<file path="src/hw/rtl/dqsd_pkg.sv">
// Package: widths, types and constants of the dual quadrature speed and distance core.
package dqsd_pkg;

    localparam int STEP_WIDTH     = 16;
    localparam int DISTANCE_WIDTH = 32;
    localparam int PERIOD_WIDTH   = 16;

    typedef logic signed [STEP_WIDTH-1:0]     step_t;
    typedef logic signed [DISTANCE_WIDTH-1:0] dist_t;
    typedef logic [PERIOD_WIDTH-1:0]          period_t;

    // Saturation bounds of a step count
    localparam step_t STEP_MAX = {1'b0, {(STEP_WIDTH-1){1'b1}}};
    localparam step_t STEP_MIN = {1'b1, {(STEP_WIDTH-1){1'b0}}};

    // Update period after reset, in milliseconds
    localparam period_t PERIOD_RESET = PERIOD_WIDTH'(10);

    // Control from the top level to each encoder side
    typedef struct packed {
        logic advance;     // a sample leaves the input register this cycle
        logic primed;      // an earlier sample has set the last A level
        logic period_end;  // this sample closes an update period
    } side_ctrl_t;

endpackage

</file>
<file path="src/hw/rtl/dqsd_if.sv">
// Interfaces: pin sample channel and result channel.
interface dqsd_sample_if import dqsd_pkg::*; ();
    logic valid;
    logic ready;
    logic left_a;
    logic left_b;
    logic right_a;
    logic right_b;
    logic ms_tick;

    modport source (output valid, output left_a, output left_b, output right_a,
                    output right_b, output ms_tick, input ready);
    modport sink   (input valid, input left_a, input left_b, input right_a,
                    input right_b, input ms_tick, output ready);
endinterface

interface dqsd_result_if import dqsd_pkg::*; ();
    logic  valid;
    logic  ready;
    step_t speed_left;
    step_t speed_right;
    dist_t distance_left;
    dist_t distance_right;
    logic  period_done;

    modport source (output valid, output speed_left, output speed_right,
                    output distance_left, output distance_right, output period_done,
                    input ready);
    modport sink   (input valid, input speed_left, input speed_right,
                    input distance_left, input distance_right, input period_done,
                    output ready);
endinterface

</file>
<file path="src/hw/rtl/dqsd_side.sv">
// One encoder side: edge detection, saturating step count, speed and distance.
module dqsd_side
    import dqsd_pkg::*;
(
    input  logic       clk,
    input  logic       rst_n,
    input  side_ctrl_t ctrl,
    input  logic       a,
    input  logic       b,
    output step_t      speed,
    output dist_t      distance
);

    logic  last_a_reg;
    step_t step_reg;
    step_t step_next;
    step_t speed_reg;
    dist_t distance_reg;

    // Count one step on a change of A: up when A equals B, down otherwise
    always_comb
    begin
        step_next = step_reg;
        if (ctrl.primed && (a != last_a_reg))
        begin
            if (a == b)
            begin
                if (step_reg != STEP_MAX)
                    step_next = step_reg + step_t'(1);
            end
            else
            begin
                if (step_reg != STEP_MIN)
                    step_next = step_reg - step_t'(1);
            end
        end
    end

    // Side state; a period end latches the speed and folds it into the distance
    always_ff @(posedge clk or negedge rst_n)
    begin
        if (!rst_n)
        begin
            last_a_reg   <= 1'b0;
            step_reg     <= '0;
            speed_reg    <= '0;
            distance_reg <= '0;
        end
        else if (ctrl.advance)
        begin
            last_a_reg <= a;
            if (ctrl.period_end)
            begin
                speed_reg    <= step_next;
                distance_reg <= distance_reg + dist_t'(step_next);
                step_reg     <= '0;
            end
            else
            begin
                step_reg <= step_next;
            end
        end
    end

    assign speed    = speed_reg;
    assign distance = distance_reg;

endmodule

</file>
<file path="src/hw/rtl/dual_quadrature_speed_distance_core.sv">
// Top level: dual quadrature encoder step counter with periodic speed and distance.
// Takes one pin sample per clock (left and right A/B levels plus a millisecond
// tick) and returns one result per sample, in order, after the sample passes
// through the input register and then the result register. A sample is
// accepted every cycle as long as the result side keeps taking results; the
// result register lets the next sample enter while a finished result waits.
// When period_reg ticks have been seen, each side's step count becomes its
// speed, is added to its 32-bit wrapping distance and is cleared, and
// period_done marks that result. Step counts saturate at 16 bits signed. A
// period of zero acts as one. Write the period through cfg_wr_en /
// cfg_wr_data only while no sample is in flight.
module dual_quadrature_speed_distance_core
    import dqsd_pkg::*;
(
    input  logic           clk,
    input  logic           rst_n,
    dqsd_sample_if.sink    sample,
    dqsd_result_if.source  result,
    input  logic           cfg_wr_en,
    input  period_t        cfg_wr_data
);

    period_t                 period_reg;
    logic                    s1_valid_reg;
    logic                    s1_left_a_reg;
    logic                    s1_left_b_reg;
    logic                    s1_right_a_reg;
    logic                    s1_right_b_reg;
    logic                    s1_tick_reg;
    logic                    primed_reg;
    period_t                 elapsed_reg;
    period_t                 elapsed_next;
    logic                    out_valid_reg;
    logic                    out_valid_next;
    logic                    done_reg;
    logic [PERIOD_WIDTH:0]   tick_count;
    logic                    period_end;
    logic                    s1_advance;
    side_ctrl_t              side_ctrl;

    // Configuration register
    always_ff @(posedge clk or negedge rst_n)
    begin
        if (!rst_n)
            period_reg <= PERIOD_RESET;
        else if (cfg_wr_en)
            period_reg <= cfg_wr_data;
    end

    // Handshake: the input register moves on when the result register is empty or its result is being taken
    assign s1_advance   = s1_valid_reg && (!out_valid_reg || result.ready);
    assign sample.ready = !s1_valid_reg || s1_advance;

    // Input register
    always_ff @(posedge clk or negedge rst_n)
    begin
        if (!rst_n)
            s1_valid_reg <= 1'b0;
        else if (sample.ready)
            s1_valid_reg <= sample.valid;
    end

    always_ff @(posedge clk)
    begin
        if (sample.valid && sample.ready)
        begin
            s1_left_a_reg  <= sample.left_a;
            s1_left_b_reg  <= sample.left_b;
            s1_right_a_reg <= sample.right_a;
            s1_right_b_reg <= sample.right_b;
            s1_tick_reg    <= sample.ms_tick;
        end
    end

    // Millisecond counter and period end
    assign tick_count = {1'b0, elapsed_reg} + (PERIOD_WIDTH+1)'(1);
    assign period_end = s1_tick_reg && (tick_count >= {1'b0, period_reg});

    always_comb
    begin
        elapsed_next = elapsed_reg;
        if (period_end)
            elapsed_next = '0;
        else if (s1_tick_reg)
            elapsed_next = tick_count[PERIOD_WIDTH-1:0];
    end

    // Result valid: set by a new result, cleared when taken
    always_comb
    begin
        out_valid_next = out_valid_reg;
        if (s1_advance)
            out_valid_next = 1'b1;
        else if (result.ready)
            out_valid_next = 1'b0;
    end

    always_ff @(posedge clk or negedge rst_n)
    begin
        if (!rst_n)
        begin
            primed_reg    <= 1'b0;
            elapsed_reg   <= '0;
            out_valid_reg <= 1'b0;
            done_reg      <= 1'b0;
        end
        else
        begin
            out_valid_reg <= out_valid_next;
            if (s1_advance)
            begin
                primed_reg  <= 1'b1;
                elapsed_reg <= elapsed_next;
                done_reg    <= period_end;
            end
        end
    end

    assign side_ctrl.advance    = s1_advance;
    assign side_ctrl.primed     = primed_reg;
    assign side_ctrl.period_end = period_end;

    // Encoder sides; their speed and distance registers are the result payload
    dqsd_side u_left
    (
        .clk      (clk),
        .rst_n    (rst_n),
        .ctrl     (side_ctrl),
        .a        (s1_left_a_reg),
        .b        (s1_left_b_reg),
        .speed    (result.speed_left),
        .distance (result.distance_left)
    );

    dqsd_side u_right
    (
        .clk      (clk),
        .rst_n    (rst_n),
        .ctrl     (side_ctrl),
        .a        (s1_right_a_reg),
        .b        (s1_right_b_reg),
        .speed    (result.speed_right),
        .distance (result.distance_right)
    );

    assign result.valid       = out_valid_reg;
    assign result.period_done = done_reg;

endmodule

</file>
<file path="src/flat_wrapper.sv">
// flat-port wrapper written by rule: the top's interface ports become plain ports
module dual_quadrature_speed_distance_core_flat import dqsd_pkg::*;
  (clk, rst_n, cfg_wr_en, cfg_wr_data, sample_valid, sample_left_a, sample_left_b, sample_right_a, sample_right_b, sample_ms_tick, sample_ready, result_valid, result_speed_left, result_speed_right, result_distance_left, result_distance_right, result_period_done, result_ready);
  dqsd_sample_if sample_i ();
  dqsd_result_if result_i ();
  input  logic clk;
  input  logic rst_n;
  input  logic cfg_wr_en;
  input  period_t cfg_wr_data;
  input wire logic [$bits(sample_i.valid)-1:0] sample_valid;
  input wire logic [$bits(sample_i.left_a)-1:0] sample_left_a;
  input wire logic [$bits(sample_i.left_b)-1:0] sample_left_b;
  input wire logic [$bits(sample_i.right_a)-1:0] sample_right_a;
  input wire logic [$bits(sample_i.right_b)-1:0] sample_right_b;
  input wire logic [$bits(sample_i.ms_tick)-1:0] sample_ms_tick;
  output wire logic [$bits(sample_i.ready)-1:0] sample_ready;
  output wire logic [$bits(result_i.valid)-1:0] result_valid;
  output wire logic [$bits(result_i.speed_left)-1:0] result_speed_left;
  output wire logic [$bits(result_i.speed_right)-1:0] result_speed_right;
  output wire logic [$bits(result_i.distance_left)-1:0] result_distance_left;
  output wire logic [$bits(result_i.distance_right)-1:0] result_distance_right;
  output wire logic [$bits(result_i.period_done)-1:0] result_period_done;
  input wire logic [$bits(result_i.ready)-1:0] result_ready;
  assign sample_i.valid = sample_valid;
  assign sample_i.left_a = sample_left_a;
  assign sample_i.left_b = sample_left_b;
  assign sample_i.right_a = sample_right_a;
  assign sample_i.right_b = sample_right_b;
  assign sample_i.ms_tick = sample_ms_tick;
  assign sample_ready = sample_i.ready;
  assign result_valid = result_i.valid;
  assign result_speed_left = result_i.speed_left;
  assign result_speed_right = result_i.speed_right;
  assign result_distance_left = result_i.distance_left;
  assign result_distance_right = result_i.distance_right;
  assign result_period_done = result_i.period_done;
  assign result_i.ready = result_ready;
  dual_quadrature_speed_distance_core u_core (.clk(clk), .rst_n(rst_n), .sample(sample_i), .result(result_i), .cfg_wr_en(cfg_wr_en), .cfg_wr_data(cfg_wr_data));
endmodule
</file>
<file path="config.mk">
export PLATFORM = sky130hd
export DESIGN_NAME = dual_quadrature_speed_distance_core_flat
export DESIGN_NICKNAME = d
export VERILOG_FILES = /design/src/hw/rtl/dqsd_pkg.sv /design/src/hw/rtl/dqsd_if.sv /design/src/hw/rtl/dqsd_side.sv /design/src/hw/rtl/dual_quadrature_speed_distance_core.sv /design/src/flat_wrapper.sv
export SDC_FILE = /design/constraint.sdc
export NUM_CORES = 1
export LEC_CHECK = 0
export BUFFER_PORTS_ARGS = -buffer_cell sky130_fd_sc_hd__buf_2
export CORE_MARGIN = 1.5
export CORE_UTILIZATION = 40
export DETAILED_ROUTE_END_ITERATION = 12
export HOLD_SLACK_MARGIN = 0.08
export PLACE_DENSITY = 0.62
export SYNTH_ARGS = -nofsm -noshare
export SYNTH_HDL_FRONTEND = slang
export SYNTH_SLANG_ARGS = --single-unit
</file>
<file path="constraint.sdc">
create_clock -name clk -period 4.7 [get_ports clk]
set_clock_uncertainty 0.15 [all_clocks]
set_input_delay 0.235 -clock clk [delete_from_list [all_inputs] [get_ports clk]]
set_output_delay 0.235 -clock clk [all_outputs]
set_load 0.05 [all_outputs]
</file>
== After elaboration in Yosys (flattened, before gate mapping) ==
Cells that the tools add are included.

* Bits in registers: 171
* Input port bits: 26
* Output and inout port bits: 99

* Add/subtract/negate cells: 7
* Magnitude comparators: 1
* Eq/ne operators: 8
* Mux-type cells: 14
* Reductions and logical operators: 13

{| class="wikitable"
|+ Operator list
! operator !! count
|-
| $mux W16 || 12
|-
| $add A32 B16 Y32 || 2
|-
| $ne A16 B16 Y1 const B || 4
|-
| $add A16 B2 Y16 const B || 2
|-
| $sub A16 B2 Y16 const B || 2
|-
| $add A16 B1 Y17 const B || 1
|-
| $ge A17 B16 Y1 || 1
|-
| $logic_and A1 B1 Y1 || 5
|-
| $reduce_and A2 Y1 || 2
|-
| $reduce_bool A2 Y1 || 2
|-
| $eq A1 B1 Y1 || 2
|-
| $logic_not A1 Y1 || 2
|-
| $logic_or A1 B1 Y1 || 2
|-
| $mux W1 || 2
|-
| $ne A1 B1 Y1 || 2
|}

== Depth between registers and ports, before layout ==
* Word-level depth: 5
* Gate-level depth with buffers: 19
* Mapped depth without buffers: 19

== By module ==
From an unflattened synthesis, not the netlist that was laid out.

* Cell total of the unflattened synthesis: 1379
* Area, all modules: 12274.3 um^2

{| class="wikitable"
|+ By module, submodules not included
! module !! instances !! cells each !! area an instance (um^2) !! seq. area each (um^2)
|-
| dqsd_side || 2 || 574 || 4992.3 || 1626.6
|-
| dual_quadrature_speed_distance_core || 1 || 231 || 2289.7 || 1053.5
|}

== Worst setup path before layout ==
No wires, ideal clock.

* Path type: reg2reg
* Start: register u_core.u_left.step_reg[13]
* End: register u_core.u_left.distance_reg[30] (netlist: u_core.u_left.distance[30])
* Library setup time: 68 ps
* Arrival: 4172 ps
* Path slack: 309 ps
* Cell stages (with the launch flop): 18
* Clock period less this slack: 4391 ps
* Path through: dfrtp_1 buf_2 or3b_2 or4_4 o311ai_4 nand3b_1 a21oi_1 xor2_1 ha_1 clkbuf_1 a21oi_1 nand3_1 o21ai_0 o311a_1 nor3_1 nand4_1 a2111o_1 nand3_1

* Word-level cells in the longest chain between the ends: 5

{| class="wikitable"
|+ Ends and longest elaborated chain
! element !! line !! source
|-
| from (decl) || dqsd_side.sv:15 || <nowiki>step_t step_reg;</nowiki>
|-
| from (signal assigned) || dqsd_side.sv:60 || <nowiki>step_reg <= step_next;</nowiki>
|-
| $ne A16 B16 Y1, on equally long branches || dqsd_side.sv:33, dqsd_side.sv:28 ||
|-
| $mux W16, on equally long branches || dqsd_side.sv:33, dqsd_side.sv:28 ||
|-
| $mux W16 (*) || dqsd_side.sv:26 || <nowiki>if (a == b)</nowiki>
|-
| $mux W16 (*) || dqsd_side.sv:24 || <nowiki>if (ctrl.primed && (a != last_a_reg))</nowiki>
|-
| named net u_core.u_left.step_next[9] || dqsd_side.sv:16 || <nowiki>step_t step_next;</nowiki>
|-
| $add A32 B16 Y32 (*) || dqsd_side.sv:55 || <nowiki>distance_reg <= distance_reg + dist_t'(step_next);</nowiki>
|-
| to (signal assigned) || dqsd_side.sv:55 ||
|-
| to (decl) || dqsd_side.sv:18 || <nowiki>dist_t distance_reg;</nowiki>
|}

The timed path passes the listed nets; every way through them passes the cells marked *.
A chain may end at the register's enable or synchronous reset.

== Final worst setup path ==
* Start: register u_core.u_left.step_reg[3]
* End: register u_core.u_left.distance_reg[30] (netlist: u_core.u_left.distance[30])

* Word-level cells in the longest chain between the ends: 5

{| class="wikitable"
|+ Ends and longest elaborated chain
! element !! line !! source
|-
| $sub A16 B2 Y16, or another cell as far along || dqsd_side.sv:34 || <nowiki>step_next = step_reg - step_t'(1);</nowiki>
|-
| $mux W16, on equally long branches || dqsd_side.sv:33, dqsd_side.sv:28 ||
|-
| $mux W16 (*) || dqsd_side.sv:26 ||
|-
| $mux W16 (*) || dqsd_side.sv:24 ||
|-
| named net u_core.u_left.step_next[4] || dqsd_side.sv:16 ||
|-
| $add A32 B16 Y32 (*) || dqsd_side.sv:55 ||
|}

Marks and branches as above.

==> reports/metrics.csv <==
metric,value,unit
hold_class,input pin to flop,
cts_buffers,17,
preCtsSetupSlack,-0.0293,ns
nFillCells,2906,
rows,63,
crit_top_cell,nand2_1,
busiest_layer,met2,
clock.fmax,221,MHz
wl_per_cell,16.3,um
worst-path-buf-inv,1,
drt_iter0_drc,631,
dp_hpwl,23800,um
core-area,29600,sq um
htree_levels,4,
antenna_cells,0,
root_buffer,clkbuf_16,
clockBufferDepth,2,
worstHoldStart,cfg_wr_en,
worstPathCellList,"or4_4, nor4b_4, buf_4, a31oi_4, nand2_1, nor3_1, a31oi_1, xnor2_1, ha_1, nand2_1, o21ai_1, a211oi_2, o311a_1, nor3_2, nand4_1, a2111o_1, nand3_1",
crit_path_end_kind,flop,
grt_max_degree,99,
synthTopCellsByArea,"dfrtp_1 34%, ha_1 8.8%, o21ai_0 6.7%",
io_pins,125,
max_stage_delay,0.58,ns
drv_slew,0,
clk_latency,0.45,ns
fin_crit,4.52,ns
gr-total-overflow,0,
syn-cell-area,12000,sq um
drcViolationCount,0,
fin_crit_sh,0.961,
routed_wl,32300,um
r2r-end,u_core.u_left.distance[30]$_DFFE_PN0P_,
required,4.93,ns
drt-vias-per-instance,5.49,
grt_use_met3,0.0429,
die_area,31000,sq um
critPathLaunchType,flop,
num_vias,10916,
power.density,644,nW/um^2
reg2reg_depth,17,
worst_pin_slew,0.997,ns
timing.rr.start,u_core.u_left.step_reg[3]$_DFFE_PN0P_,
min_to,u_core.period_reg[15]$_DFFE_PN0P_,
synth-seq-cells,171,
ant_nets,0,
rrSetupSlack,0.18,ns
cts.sinks,171,
critPathSlowestCell,or4_4,
dpl.cell_count,1926,
drive_gt1_frac,0.177,
grt_pass1_wl,53000,um
max-slew-margin-rel,0.335,
rsz0062_at_grt,true,
hold_viol_final,0,
synth_top_area_share,0.342,
grt_pass1_vias,10456,
antenna_found_initial,0,
drv_cap,0,
status,"complete, no violations",
crit_fanout,5,
syn-num-nets,1535,
die_height,176,um
synthCells,1423,
syn-mean-instance-area,8.43,sq um
yosysUniqueCellTypes,87,
async_flop_share,0.971,
critical_path_class,flop to flop,
dieWidth,176,um
met1_usage,0.285,
nets,1699,
ir_drop,376,uV
utilization,0.485,
synth_edf_count,5,
layout_common_cells,"209 x nand2_1, 164 x dfrtp_1, 157 x o21ai_0, 123 x buf_2, 82 x ha_1",
setup_ws,0.183,ns
synth_top_flop_cell,dfrtp_1,
syn2layout_area_growth,19.7,%
met2_usage,0.349,
crit_arrival,4.75,ns
ys_seq_area_frac,0.359,
clk_pin_slew,0.07,ns
yosysTopAreaCell,dfrtp_1,
stdcell_count,1990,
leakagePower,0.00690,uW
setup_viol,0,
grtUsageTotal,0.212,
first_pass_iters,5,
final_common_cell,nand2_1,
initial_core_util,0.406,
place.gp.congestion,0.948,
cpLargestDelayFamily,simple AND/OR/NAND/NOR gates,
port_buffers,124,
holdPathStages,3,
yosys_warnings,0,
tritoncts,built,
==> cell families (layout without fill, tap and decap cells) <==
family | Yosys count | after routing | synth area share
buffers and inverters | 148 | 325 | 0.0485
multiplexers | 17 | 17 | 0.0157
AO/OA/AOI/OAI | 434 | 434 | 0.229
AND/OR/NAND/NOR | 477 | 477 | 0.191
flip-flops | 171 | 171 | 0.359
XOR/XNOR | 90 | 90 | 0.0657
adder cells (fa/ha/maj) | 86 | 86 | 0.0910
==> worst max-delay path by stage <==
stage	slack, ns	start	cells after the start	endpoint
after floorplan	0.31	u_core.u_left.step_reg[13]$_DFFE_PN0P_	17	u_core.u_left.distance[30]$_DFFE_PN0P_
after global routing	-0.09	u_core.u_left.step_reg[3]$_DFFE_PN0P_	16	u_core.u_left.distance[30]$_DFFE_PN0P_
after detailed placement	-0.03	u_core.u_left.step_reg[0]$_DFFE_PN0P_	18	u_core.u_left.distance[30]$_DFFE_PN0P_
final	0.18	u_core.u_left.step_reg[3]$_DFFE_PN0P_	17	u_core.u_left.distance[30]$_DFFE_PN0P_
after CTS	0.04	u_core.u_left.step_reg[0]$_DFFE_PN0P_	18	u_core.u_left.distance[30]$_DFFE_PN0P_
after global placement	0.16	u_core.u_left.step_reg[0]$_DFFE_PN0P_	18	u_core.u_left.distance[30]$_DFFE_PN0P_
==> synth_stat cells, types with 41 or more instances <==
cell / n
o21ai_0: 161
clkbuf_1: 60
nand2_1: 209
xor2_1: 41
a21o_1: 43
a21oi_1: 85
ha_1: 84
nor2_1: 78
xnor2_1: 49
dfrtp_1: 164
inv_1: 74
nand3_1: 41
==> cell type report <==
cell class / count / area [sq um] / share of cell area
multi-input cells: 1104 / 7270 / 0.506
well taps: 390 / 488 / 0.0340
flip-flops and latches: 171 / 4310 / 0.300
clock inverters: 13 / 134 / 0.00933
repair buffers: 219 / 1430 / 0.0998
clock buffers: 19 / 443 / 0.0309
inverters: 74 / 278 / 0.0194
==> per-stage QoR <==
stage               TNS [ns]  total power [uW]  hold WS, ns  instance area, sq um
floorplan                  0              6200       -0.211                 12000
global route          -0.273              9930        0.121                 14400
global placement           0              7600        0.266                 13300
CTS                        0              9150       0.0831                 14200
finish                     0              9240       0.0983                 14400
detailed placement   -0.0293              7650        0.264                 13300
==> tightest hold or removal path: stages <==
cell     delay, ns
buf_2         0.24
nand2_1       0.10
o21ai_0       0.06
==> repair_timing <==
item / 4_1_cts / 5_1_grt
gates resized for setup: 1 / 29
hold buffers: 27 / 0
pin swaps: 0 / 7
setup endpoints to repair: 1 / 29
hold endpoints to repair: 117 / 0
buffers inserted: 0 / 5
==> metal layers <==
| metal | wire (um) | up-vias |
|---|---|---|
| li1 | - | 5435 |
| met1 | 15100 | 5192 |
| met2 | 15200 | 260 |
| met3 | 1670 | 29 |
| met4 | 473 | 0 |
| met5 | 0 | - |
==> power breakdown <==
group / total (uW) / switching (uW) / internal (uW)
Sequential: 2320 / 419 / 1900
Clock: 1430 / 670 / 759
Combinational: 5490 / 3560 / 1930
Total: 9240 / 4650 / 4590
Note: power is estimated with default switching activity, not from simulation.
